[config.mk]
export PLATFORM = sky130hd
export DESIGN_NAME = wsbp_ctrl
export DESIGN_NICKNAME = d
export VERILOG_FILES = /design/src/rtl/core/wsbp_pkg.sv /design/src/rtl/core/wsbp_ctrl.sv
export SDC_FILE = /design/constraint.sdc
export NUM_CORES = 1
export LEC_CHECK = 0
export BUFFER_PORTS_ARGS = -buffer_cell sky130_fd_sc_hd__clkbuf_2
export CAP_MARGIN = 25
export CORE_AREA = 2 2 39 41
export DETAILED_ROUTE_END_ITERATION = 12
export DIE_AREA = 0 0 41 43
export SYNTH_ARGS = -nofsm -noshare
export SYNTH_HDL_FRONTEND = slang
export SYNTH_SLANG_ARGS = --single-unit
export TNS_END_PERCENT = 30
[constraint.sdc]
create_clock -name clk -period 3.4 [get_ports clk]
set_input_delay 0.68 -clock clk [delete_from_list [all_inputs] [get_ports clk]]
set_output_delay 0.68 -clock clk [all_outputs]
set_load 0.02 [all_outputs]
[src/rtl/core/wsbp_pkg.sv]
// Shared constants, codes and command/status types of the single-bin power core.
`timescale 1ns / 1ps

package wsbp_pkg;

  localparam int MAX_WINDOW = 256;
  localparam int POS_W      = $clog2(MAX_WINDOW);
  localparam int LEN_W      = POS_W + 1;

  localparam int OP_W       = 1;
  localparam int IDX_W      = 8;
  localparam int COEF_W     = 18;
  localparam int SMP_W      = 16;
  localparam int PROD_W     = COEF_W + SMP_W;
  localparam int ACC_W      = 42;
  localparam int SHIFT_W    = 6;
  localparam int WLEN_W     = 9;
  localparam int SAT_W      = 32;
  localparam int POWER_W    = 64;
  localparam int CFG_IDX_W  = 2;
  localparam int CFG_DATA_W = 9;
  localparam int CMP_W      = (LEN_W > WLEN_W) ? LEN_W : WLEN_W;
  localparam int MAX_SHIFT  = ACC_W - 1;

  localparam logic [WLEN_W-1:0]  WLEN_RESET  = WLEN_W'(256);
  localparam logic [SHIFT_W-1:0] SHIFT_RESET = SHIFT_W'(8);

  typedef enum logic [OP_W-1:0] {
    OP_LOAD   = 1'b0,
    OP_SAMPLE = 1'b1
  } op_t;

  typedef enum logic [CFG_IDX_W-1:0] {
    CFG_WINDOW_LENGTH = 2'd0,
    CFG_RESULT_SHIFT  = 2'd1
  } cfg_idx_t;

  typedef struct packed {
    logic ram_wr;
    logic smp_load;
    logic mac;
    logic shape;
    logic square;
    logic out_load;
  } cmd_t;

  typedef struct packed {
    logic last;
  } status_t;

endpackage

[src/rtl/core/wsbp_ctrl.sv]
// Sequencer for load, accumulate, shape, square and result transfer.
`timescale 1ns / 1ps

module wsbp_ctrl
  import wsbp_pkg::*;
(
  input  logic    clk,
  input  logic    rst_n,
  input  logic    in_valid,
  input  logic    in_operation,
  output logic    in_stall,
  output logic    out_valid,
  input  logic    out_stall,
  output cmd_t    cmd,
  input  status_t status
);

  typedef enum logic [4:0] {
    ST_IDLE   = 5'b00001,
    ST_MAC    = 5'b00010,
    ST_SHAPE  = 5'b00100,
    ST_SQUARE = 5'b01000,
    ST_SUM    = 5'b10000
  } state_t;

  state_t state_r, state_nxt;
  logic   out_valid_r, out_valid_nxt;
  logic   in_xfer;
  logic   out_free;

  assign in_stall = (state_r != ST_IDLE);
  assign in_xfer  = in_valid && !in_stall;
  assign out_free = !out_valid_r || !out_stall;

  always_comb begin
    state_nxt     = state_r;
    cmd           = '0;
    out_valid_nxt = out_valid_r && out_stall;
    unique case (state_r)
      ST_IDLE: begin
        if (in_xfer) begin
          if (in_operation == OP_SAMPLE) begin
            cmd.smp_load = 1'b1;
            state_nxt    = ST_MAC;
          end else begin
            cmd.ram_wr = 1'b1;
          end
        end
      end
      ST_MAC: begin
        cmd.mac   = 1'b1;
        state_nxt = status.last ? ST_SHAPE : ST_IDLE;
      end
      ST_SHAPE: begin
        cmd.shape = 1'b1;
        state_nxt = ST_SQUARE;
      end
      ST_SQUARE: begin
        cmd.square = 1'b1;
        state_nxt  = ST_SUM;
      end
      ST_SUM: begin
        // hold until the output register is free or being emptied
        if (out_free) begin
          cmd.out_load  = 1'b1;
          out_valid_nxt = 1'b1;
          state_nxt     = ST_IDLE;
        end
      end
      default: begin
        state_nxt = ST_IDLE;
      end
    endcase
  end

  always_ff @(posedge clk) begin
    if (!rst_n) begin
      state_r     <= ST_IDLE;
      out_valid_r <= 1'b0;
    end else begin
      state_r     <= state_nxt;
      out_valid_r <= out_valid_nxt;
    end
  end

  assign out_valid = out_valid_r;

`ifndef SYNTHESIS
  a_state_onehot: assert property (@(posedge clk) disable iff (!rst_n)
    $onehot(state_r))
    else $error("controller state not one-hot");

  a_sample_to_mac: assert property (@(posedge clk) disable iff (!rst_n)
    (in_xfer && in_operation == OP_SAMPLE) |=> state_r == ST_MAC)
    else $error("sample transfer did not start accumulation");

  a_mid_window_returns: assert property (@(posedge clk) disable iff (!rst_n)
    (state_r == ST_MAC && !status.last) |=> (state_r == ST_IDLE && !cmd.out_load))
    else $error("mid-window sample did not return to idle");

  a_result_from_sum: assert property (@(posedge clk) disable iff (!rst_n)
    $rose(out_valid_r) |-> $past(state_r) == ST_SUM)
    else $error("result raised outside the summing step");
`endif

endmodule

# Word level (Yosys, flattened, before mapping)
# Cells that the tools add are included.
[totals]
reg_bits = 6
inputBits = 6
out_inout_bits = 8
word_cells = 34
[classes]
eq_ne = 9
mux = 16
reduce_logical = 7
[ops]
columns = ["op", "count"]
rows = [
  ["$pmux 5 s5", 1],
  ["$mux 5", 3],
  ["$mux 1", 9],
  ["$ne 2x2->1 const B", 3],
  ["$eq 5x1->1 const B", 1],
  ["$eq 5x2->1 const B", 1],
  ["$eq 5x3->1 const B", 1],
  ["$eq 5x4->1 const B", 1],
  ["$eq 5x5->1 const B", 1],
  ["$ne 5x1->1 const B", 1],
  ["$mux 2", 2],
  ["$logic_not 1->1", 3],
  ["$mux 3", 1],
  ["$reduce_and 3->1", 1],
  ["$logic_and 1x1->1", 2],
  ["$logic_or 1x1->1", 1],
]

# Depth between registers and ports, before layout
# Gate-level depths: netlist of the first run.
[depth]
depth_word = 5
mapped_depth = 3
ltp_nobuf = 3

# Worst setup path before layout of the first run
# No wires, ideal clock.
[synth_timing]
path_kind = "reg2out"
startpoint = "reg state_r[4]"
endpoint = "out cmd[5] (netlist bit)"
arrival_ns = 1.474
required_ns = 2.720
path_slack_ns = 1.246
path_stages_with_launch = 4
path_buffers = 0
cell_sequence = "dfxtp_1 -> nor3_1 -> nand3_1 -> nor3b_1"
[synth_lines]
columns = ["item", "line", "rtl"]
rows = [
  ["from (decl)", "wsbp_ctrl.sv:26", "state_t state_r, state_nxt;"],
  ["from (signal assigned)", "wsbp_ctrl.sv:81", "state_r <= state_nxt;"],
  ["to (decl)", "wsbp_ctrl.sv:14", "output cmd_t cmd,"],
]

==> flow_summary.json, run 1 <==
{
  "hold_viol_final": 0,
  "layout-drive-gt1-share": 0.3774,
  "htreeDepth": 1,
  "first_pass_iters": 2,
  "setup_tns_ps": 0,
  "hold_class": "flop to flop",
  "power_frac_comb": 0.138,
  "finalSetupViolations": 0,
  "core-area_sq_mm": 0.001384,
  "ir_worst_vdd_uv": 167.8,
  "syn_area_per_cell_sq_um": 8.330,
  "post-route-min-period_ps": 2165,
  "seqPwrFrac": 0.455,
  "utilization": 0.3011,
  "tightest_slew_ps": 346.8,
  "ys_seq_area_frac": 0.3794,
  "yosys_warnings": 0,
  "postSynthCellCount": 38,
  "startpoint": "state_r[4]",
  "hold_buffers": 0,
  "slew_headroom": 0.7658,
  "worstPathArrival_ps": 1480,
  "sw_frac_of_total": 0.2621,
  "fmax_mhz": 461.9,
  "die_h_um": 43,
  "cts_buffers": 3,
  "finalCritPeriodShare": 0.6367,
  "cts_setup_buffers": 0,
  "p_leak_nw": 0.2035,
  "cp_max_fo": 6,
  "track_usage": 0.1007,
  "skew_ps": 1.509,
  "design.portCount": 14,
  "grt_pass1_wl_mm": 1.124,
  "grt_start_max_net_pins": 8,
  "dr_total_vias": 319,
  "hpwlAfterDp_um": 545.2,
  "buffer_ports.inserted": 13,
  "nNetsFinal": 61,
  "finalMaxSlewViolations": 0,
  "place.gp.congestion": 0.7950,
  "grt-ovfl-total": 0,
  "rows": 14,
  "synth_cell_types": 21,
  "area_delta_synth_final_pct": 31.62,
  "worst-endpoint-required_ps": 2720,
  "ant_nets": 0,
  "antenna_found_initial": 0,
  "internal-power_mw": 0.1219,
  "ys_ff_latch": 6,
  "avgRoutedWirePerCell_um": 9.913,
  "cts_tree": "done",
  "antennaDiodeCount": 0,
  "dieArea_sq_mm": 0.001763,
  "criticalPathCategory": "flop to output pin",
  "worstReg2RegStart": "state_r[4]",
  "cp-end-kind": "output pin",
  "clock_path_buffers": 2,
  "clock_latency_ps": 250,
  "cts-root-buf": "clkbuf_4",
  "drt-initial-drc-count": 4,
  "grt_pass1_vias": 281,
  "clkSinkCount": 6,
  "maxCapViolations": 0,
  "start_kind": "flop",
  "post_cts_resized": 0,
  "drc": 0,
  "p_clk_frac": 0.407,
  "clk_pin_slew_worst_paths_ps": 50,
  "drt_wl_total_um": 684,
  "chipWidth_um": 41,
  "hold_start": "out_valid",
  "syn_area_sq_um": 316.6,
  "status": "complete, no violations",
  "power.switching_mw": 0.04332,
  "drt-vias-per-instance": 4.623,
  "p_per_area_mw_per_mm2": 396.6,
  "rsz0062_at_grt": "false",
  "synth_nets": 44,
  "floorplan.initialDensity": 0.2288
}
power by group through the flow:
stage | clock (mW) | sequential (mW) | combinational (mW)
after CTS | 0.0707 | 0.0750 | 0.0230
after floorplan | 0 | 0.0757 | 0.0151
after global routing | 0.0738 | 0.0755 | 0.0256
after global placement | 0 | 0.0764 | 0.0229
final | 0.0673 | 0.0752 | 0.0228
after detailed placement | 0 | 0.0764 | 0.0230
layer usage:
layer  global-route usage  vias up  wire (um)
li1                     -      168          -
met1               0.1266      141        323
met2               0.1219        8        302
met3              0.03665        2         37
met4               0.1000        0         21
met5                    0        -          0
cell usage in the layout, fill, tap and decap left out, drive strengths merged:
| cell | count |
|---|---|
| a21oi | 1 |
| a41oi | 1 |
| and2 | 2 |
| and2b | 1 |
| and3 | 3 |
| and3b | 1 |
| and4 | 1 |
| clkbuf | 16 |
| dfxtp | 6 |
| inv | 2 |
| nand2 | 2 |
| nand3 | 2 |
| nor2 | 7 |
| nor3 | 2 |
| nor3b | 2 |
| o21a | 1 |
| o21ai | 1 |
| o311a | 1 |
| o31ai | 1 |
kinds of logic after synthesis:
kind of cell / after synthesis / synth area share
simple gates: 23 / 0.4190
compound gates: 6 / 0.1541
buf+inv: 3 / 0.04745
flops: 6 / 0.3795
through the flow:
step           power [mW]  worst slack, ps  instances  hold WS [ps]  cell area, sq um
4_1_cts            0.1688             1220         69         483.0             416.7
5_1_grt            0.1748             1090         69         502.5             416.7
3_3_place_gp      0.09930             1538         66         461.9             394.1
2_1_floorplan     0.09077             1246         38         517.8             316.6
3_5_place_dp      0.09942             1500         66         476.6             394.1
6_report           0.1653             1235         69         478.9             416.7
final cells by class:
cell class	instances	area [sq um]
Inverter	2	7.507
Multi-Input combinational cell	29	181.4
Clock buffer	3	22.52
Tap cell	16	20.02
Sequential cell	6	120.1
Timing Repair Buffer	13	65.06
Fill cell	152	967.2
state kept, by name, summed over array words and instances (netlist names):
signal and cells:
state_r 5, out_valid 1
critical path, cell delays in order, from the launching register on:
cell	delay, ps
dfxtp_1	340
nor3_1	310
nand3_1	190
nor3b_1	200
clkbuf_2	190
path summary, 6_finish.rpt:
path | endpoint | slack, ps | cells after the start
setup / recovery | cmd[5] | 1240 | 4
setup reg to reg | state_r[2] | 2150 | 3
hold / removal | out_valid | 480 | 2
hold reg to reg | out_valid | 480 | 2
Yosys cell counts:
library cell	number	area share
nand2_1	2	0.024
o311a_1	1	0.032
nor3b_1	1	0.024
inv_1	2	0.024
and2b_2	1	0.028
o21a_1	1	0.024
o21ai_0	1	0.016
nor2_1	7	0.083
nor3b_2	1	0.040
nand3_1	2	0.032
nor3_1	2	0.032
a21oi_1	1	0.016
and3_2	1	0.024
and4_1	1	0.028
a41oi_1	1	0.028
dfxtp_1	6	0.38
and3_1	2	0.040
and3b_1	1	0.028
buf_4	1	0.024
and2_1	2	0.040
o31ai_2	1	0.040
Note: power is estimated with default switching activity, not from simulation.
==> run 2: changes to the inputs <==
==> constraint.sdc (replaced) <==
create_clock -name clk -period 2.12 [get_ports clk]
set_input_delay 0.424 -clock clk [delete_from_list [all_inputs] [get_ports clk]]
set_output_delay 0.424 -clock clk [all_outputs]
set_load 0.02 [all_outputs]
==> run 2 against run 1 <==
Net effect: combinational power grew 63%; sequential share of layout area is the same; final cell count is the same; global-route usage grew 0.39 points; clock-buffer cell count is the same; non-clock buffer count is the same; sequential power grew 61%; register-to-register slack lost 1300 ps; critical path depth is the same; setup slack lost 1000 ps.
==> flow_summary.json, run 2 (synthesized netlist as in run 1, its figures left out) <==
{
  "power.switching_mw": 0.06862,
  "regMostFlops": "state_r",
  "worst-endpoint-required_ps": 1700,
  "drc": 0,
  "setup_ws_ps": 236.6,
  "core-area_sq_mm": 0.001384,
  "post-route-min-period_ps": 1883,
  "slew_headroom": 0.7593,
  "multiInputGateArea_sq_um": 181.4,
  "drt-vias-per-instance": 4.652,
  "cp-end-kind": "output pin",
  "ir_worst_vdd_uv": 218.1,
  "post_dp_cell_area_sq_um": 394.1,
  "track_usage": 0.1046,
  "cp_top_family": "simple AND/OR/NAND/NOR gates",
  "hold_viol_final": 0,
  "criticalPathCategory": "flop to output pin",
  "nNetsFinal": 61,
  "cts-root-buf": "clkbuf_4",
  "rsz0062_at_grt": "false",
  "hold_buffers": 0,
  "chipWidth_um": 41,
  "p_leak_nw": 0.2035,
  "highest_layer": "met3",
  "finalNonFillerCells": 69,
  "area_delta_synth_final_pct": 31.62,
  "cts_setup_buffers": 0,
  "layout_commonest_cell": "clkbuf_2",
  "drt_wl_total_um": 699,
  "place.gp.congestion": 0.7844,
  "layout-drive-gt1-share": 0.3774,
  "grt_start_max_net_pins": 8,
  "p_per_area_mw_per_mm2": 633.8,
  "grt_pass1_vias": 280,
  "place_ws_ps": 506.2,
  "avgRoutedWirePerCell_um": 10.13,
  "seqPwrFrac": 0.456,
  "skew_ps": 2.413,
  "worstPathArrival_ps": 1460,
  "dieArea_sq_mm": 0.001763,
  "seqCellArea_sq_um": 120.1,
  "clk_pin_slew_worst_paths_ps": 50,
  "largest_register_ffs": 5,
  "cp_max_fo": 6,
  "antenna_found_initial": 0,
  "power_frac_comb": 0.140,
  "placedCellCount": 66,
  "maxCapViolations": 0,
  "max_stage_delay_ps": 350,
  "clock_path_buffers": 2,
  "nFillCells": 157,
  "finalSetupViolations": 0,
  "design.portCount": 14,
  "path_buf_inv": 1,
  "finalCritPeriodShare": 0.8884,
  "rows": 14,
  "finalPower_mw": 0.2641,
  "cp_slowest_cell": "dfxtp_1",
  "hpwlAfterDp_um": 553.5,
  "die_h_um": 43,
  "floorplan.initialDensity": 0.2288,
  "utilization": 0.3011,
  "status": "complete, no violations",
  "ant_nets": 0,
  "buffer_ports.inserted": 13,
  "wl_met2_um": 313,
  "first_pass_iters": 4,
  "clock_latency_ps": 240,
  "wl_met3_um": 36,
  "finalInstanceArea_sq_um": 416.7,
  "grt_pass1_wl_mm": 1.214,
  "fmax_mhz": 530.9,
  "hold-worst-slack_ps": 396.8,
  "clkSinkCount": 6,
  "post_cts_resized": 0,
  "layout_common_cells": "clkbuf_2, nor2_1, dfxtp_1",
  "antennaDiodeCount": 0,
  "start_kind": "flop",
  "finalMaxSlewViolations": 0,
  "htreeDepth": 1,
  "drt-initial-drc-count": 16,
  "dr_total_vias": 321,
  "crit_chain": "nor3_1 -> nand3_1 -> nor3b_1 -> clkbuf_2",
  "p_clk_frac": 0.403,
  "internal-power_mw": 0.1955,
  "setup_tns_ps": 0,
  "sw_frac_of_total": 0.2598,
  "cts_tree": "done",
  "wl_met1_um": 348,
  "grt-ovfl-total": 0,
  "tightest_slew_ps": 356.4,
  "cts_buffers": 3,
  "hold_class": "input pin to flop"
}
## run 2: cell counts in the layout (fill, tap and decap cells not counted)
Identical to the previous run, type by type.
## run 2: routing by layer
metal / vias to the layer above / GRT usage
met3: 0 / 0.03141
met5: - / 0
met1: 147 / 0.1489
li1: 166 / -
met4: 0 / 0.08000
met2: 8 / 0.1250
## run 2: worst paths after layout
kind                                  from          to  slack [ps]  cells after the start
worst max-delay path            state_r[4]      cmd[5]         240                      4
worst max register to register  state_r[4]  state_r[2]         890                      3
worst min register to register   out_valid   out_valid         480                      2
worst min-delay path                 rst_n  state_r[4]         400                      2
## run 2: cell type report
type	count	share of cell area
clock buffer	3	0.05405
inverter	2	0.01802
multi-input combinational	29	0.4354
sequential	6	0.2883
tap	16	0.04805
timing repair buffer	13	0.1562
## run 2: worst reg2reg max path, stage by stage, from the launching register on
cell	delay [ps]
dfxtp_1	350
nor3_1	290
a41oi_1	250
and3_1	240
## run 2: power groups by stage
stage / Combinational [mW] / Clock [mW] / Sequential [mW]
finish: 0.0371 / 0.106 / 0.121
global route: 0.0415 / 0.120 / 0.121
floorplan: 0.0241 / 0 / 0.121
detailed placement: 0.0373 / 0 / 0.123
global placement: 0.0366 / 0 / 0.123
CTS: 0.0374 / 0.113 / 0.120
==> run 3: changes to the inputs <==
--- a/config.mk
+++ b/config.mk
@@ -10,6 +10,7 @@
 export CORE_AREA = 2 2 39 41
 export DETAILED_ROUTE_END_ITERATION = 12
 export DIE_AREA = 0 0 41 43
+export GPL_TIMING_DRIVEN = 0
 export SYNTH_ARGS = -nofsm -noshare
 export SYNTH_HDL_FRONTEND = slang
 export SYNTH_SLANG_ARGS = --single-unit
==> run 3 against run 2 <==
Net effect: sequential power about the same; setup slack got worse by 17 ps; critical path depth did not move; non-clock buffer count grew 1; worst hold slack improved by 8.1 ps; sequential share of layout area decreased by 0.51 points; via count up 2.8%; first-iteration DRC count decreased by 44%; global-route usage decreased by 1.3 points; core utilization is 0.54 points higher; cell area grew 1.8%; critical path type unchanged; largest cell class unchanged.
==> flow_summary.json, run 3 (synthesized netlist as in run 1, its figures left out) <==
{
  "slew_headroom": 0.7811,
  "clock_latency_ps": 250,
  "drc": 0,
  "track_usage": 0.09183,
  "design.portCount": 14,
  "antenna_found_initial": 0,
  "clkSinkCount": 6,
  "layout_commonest_cell": "clkbuf_2",
  "post-route-min-period_ps": 1900,
  "layout-drive-gt1-share": 0.3889,
  "path_buf_inv": 1,
  "criticalPathCategory": "flop to output pin",
  "hold_viol_final": 0,
  "area_delta_synth_final_pct": 33.99,
  "nFillCells": 145,
  "htreeDepth": 1,
  "cts_buffers": 3,
  "maxCapViolations": 0,
  "cts_setup_buffers": 0,
  "grt-ovfl-total": 0,
  "setup_ws_ps": 219.9,
  "cp_slowest_cell": "dfxtp_1",
  "grt_pass1_vias": 287,
  "cp_max_fo": 6,
  "finalMaxSlewViolations": 0,
  "place_ws_ps": 474.8,
  "p_leak_nw": 0.2089,
  "ant_nets": 0,
  "cts-root-buf": "clkbuf_4",
  "cp_top_family": "simple AND/OR/NAND/NOR gates",
  "start_kind": "flop",
  "grt_start_max_net_pins": 8,
  "post_cts_resized": 0,
  "drt-initial-drc-count": 9,
  "antennaDiodeCount": 0,
  "layout_common_cells": "clkbuf_2, nor2_1, dfxtp_1",
  "nNetsFinal": 62,
  "skew_ps": 5.908,
  "status": "complete, no violations",
  "fmax_mhz": 526.3,
  "place.gp.congestion": 0.7335,
  "first_pass_iters": 4,
  "rows": 14,
  "hold_buffers": 0,
  "drt-vias-per-instance": 4.714,
  "clk_pin_slew_worst_paths_ps": 40,
  "hold_class": "input pin to flop",
  "buffer_ports.inserted": 13,
  "avgRoutedWirePerCell_um": 9.629,
  "ir_worst_vdd_uv": 311.7,
  "dr_total_vias": 330,
  "crit_chain": "nor3_1 -> nand3_1 -> nor3b_1 -> clkbuf_2",
  "worst-endpoint-required_ps": 1700,
  "dieArea_sq_mm": 0.001763,
  "finalCritPeriodShare": 0.8963,
  "die_h_um": 43,
  "largest_register_ffs": 5,
  "worstPathArrival_ps": 1480,
  "cts_tree": "done",
  "hpwlAfterDp_um": 524.5,
  "p_per_area_mw_per_mm2": 621.8,
  "setup_tns_ps": 0,
  "rsz0062_at_grt": "false",
  "max_stage_delay_ps": 350,
  "core-area_sq_mm": 0.001384,
  "cp-end-kind": "output pin",
  "finalSetupViolations": 0,
  "floorplan.initialDensity": 0.2288,
  "regMostFlops": "state_r",
  "chipWidth_um": 41,
  "clock_path_buffers": 2,
  "grt_pass1_wl_mm": 1.055,
  "drt_wl_total_um": 674,
  "tightest_slew_ps": 324.0
}
## run 3: changes by cell type in the layout (fill, tap and decap cells not counted)
cell,before,now
buf_4,0,1
## run 3: final timing paths
check             start          to  slack, ps  depth (start not counted)
max          state_r[4]      cmd[5]        220                          4
min               rst_n  state_r[4]        400                          2
max reg2reg  state_r[4]  state_r[2]        910                          3
min reg2reg   out_valid   out_valid        480                          2
## run 3: layer usage
layer,GRT usage,vias to the layer above,share of wire
met2,0.1250,12,0.47
met3,0.08377,0,0.11
met1,0.1046,150,0.42
li1,-,168,-
met5,0,-,0
met4,0.02000,0,0
## run 3: stage by stage
step | hold slack (ps) | total power [mW] | area [sq um] | instances | utilization
finish | 404.9 | 0.2638 | 424.2 | 70 | 0.3065
global route | 425.2 | 0.2747 | 424.2 | 70 | 0.3065
CTS | 404.6 | 0.2680 | 424.2 | 70 | 0.3065
detailed placement | 467.0 | 0.1594 | 401.6 | 67 | 0.2902
global placement | 459.6 | 0.1589 | 401.6 | 67 | 0.2902
floorplan | 517.8 | 0.1456 | 316.6 | 38 | -
## run 3: final cells by class
cell class	instances	area [sq um]	area share
tap	16	20.02	0.04720
buffer	1	7.507	0.01770
timing repair buffer	13	65.06	0.1534
multi-input combinational	29	181.4	0.4277
sequential	6	120.1	0.2832
inverter	2	7.507	0.01770
clock buffer	3	22.52	0.05310
## run 3: report_power, final
group | internal (mW) | leakage [nW] | total, mW | switching [mW]
Clock | 0.0641 | 0.0138 | 0.107 | 0.0426
Sequential | 0.116 | 0.0487 | 0.121 | 0.00462
Combinational | 0.0153 | 0.146 | 0.0364 | 0.0210
Total | 0.196 | 0.209 | 0.264 | 0.0682
## run 3: worst reg2reg max path: stages, from the launching register on
cell     delay [ps]
dfxtp_1         350
nor3_1          290
a41oi_1         230
and3_1          240
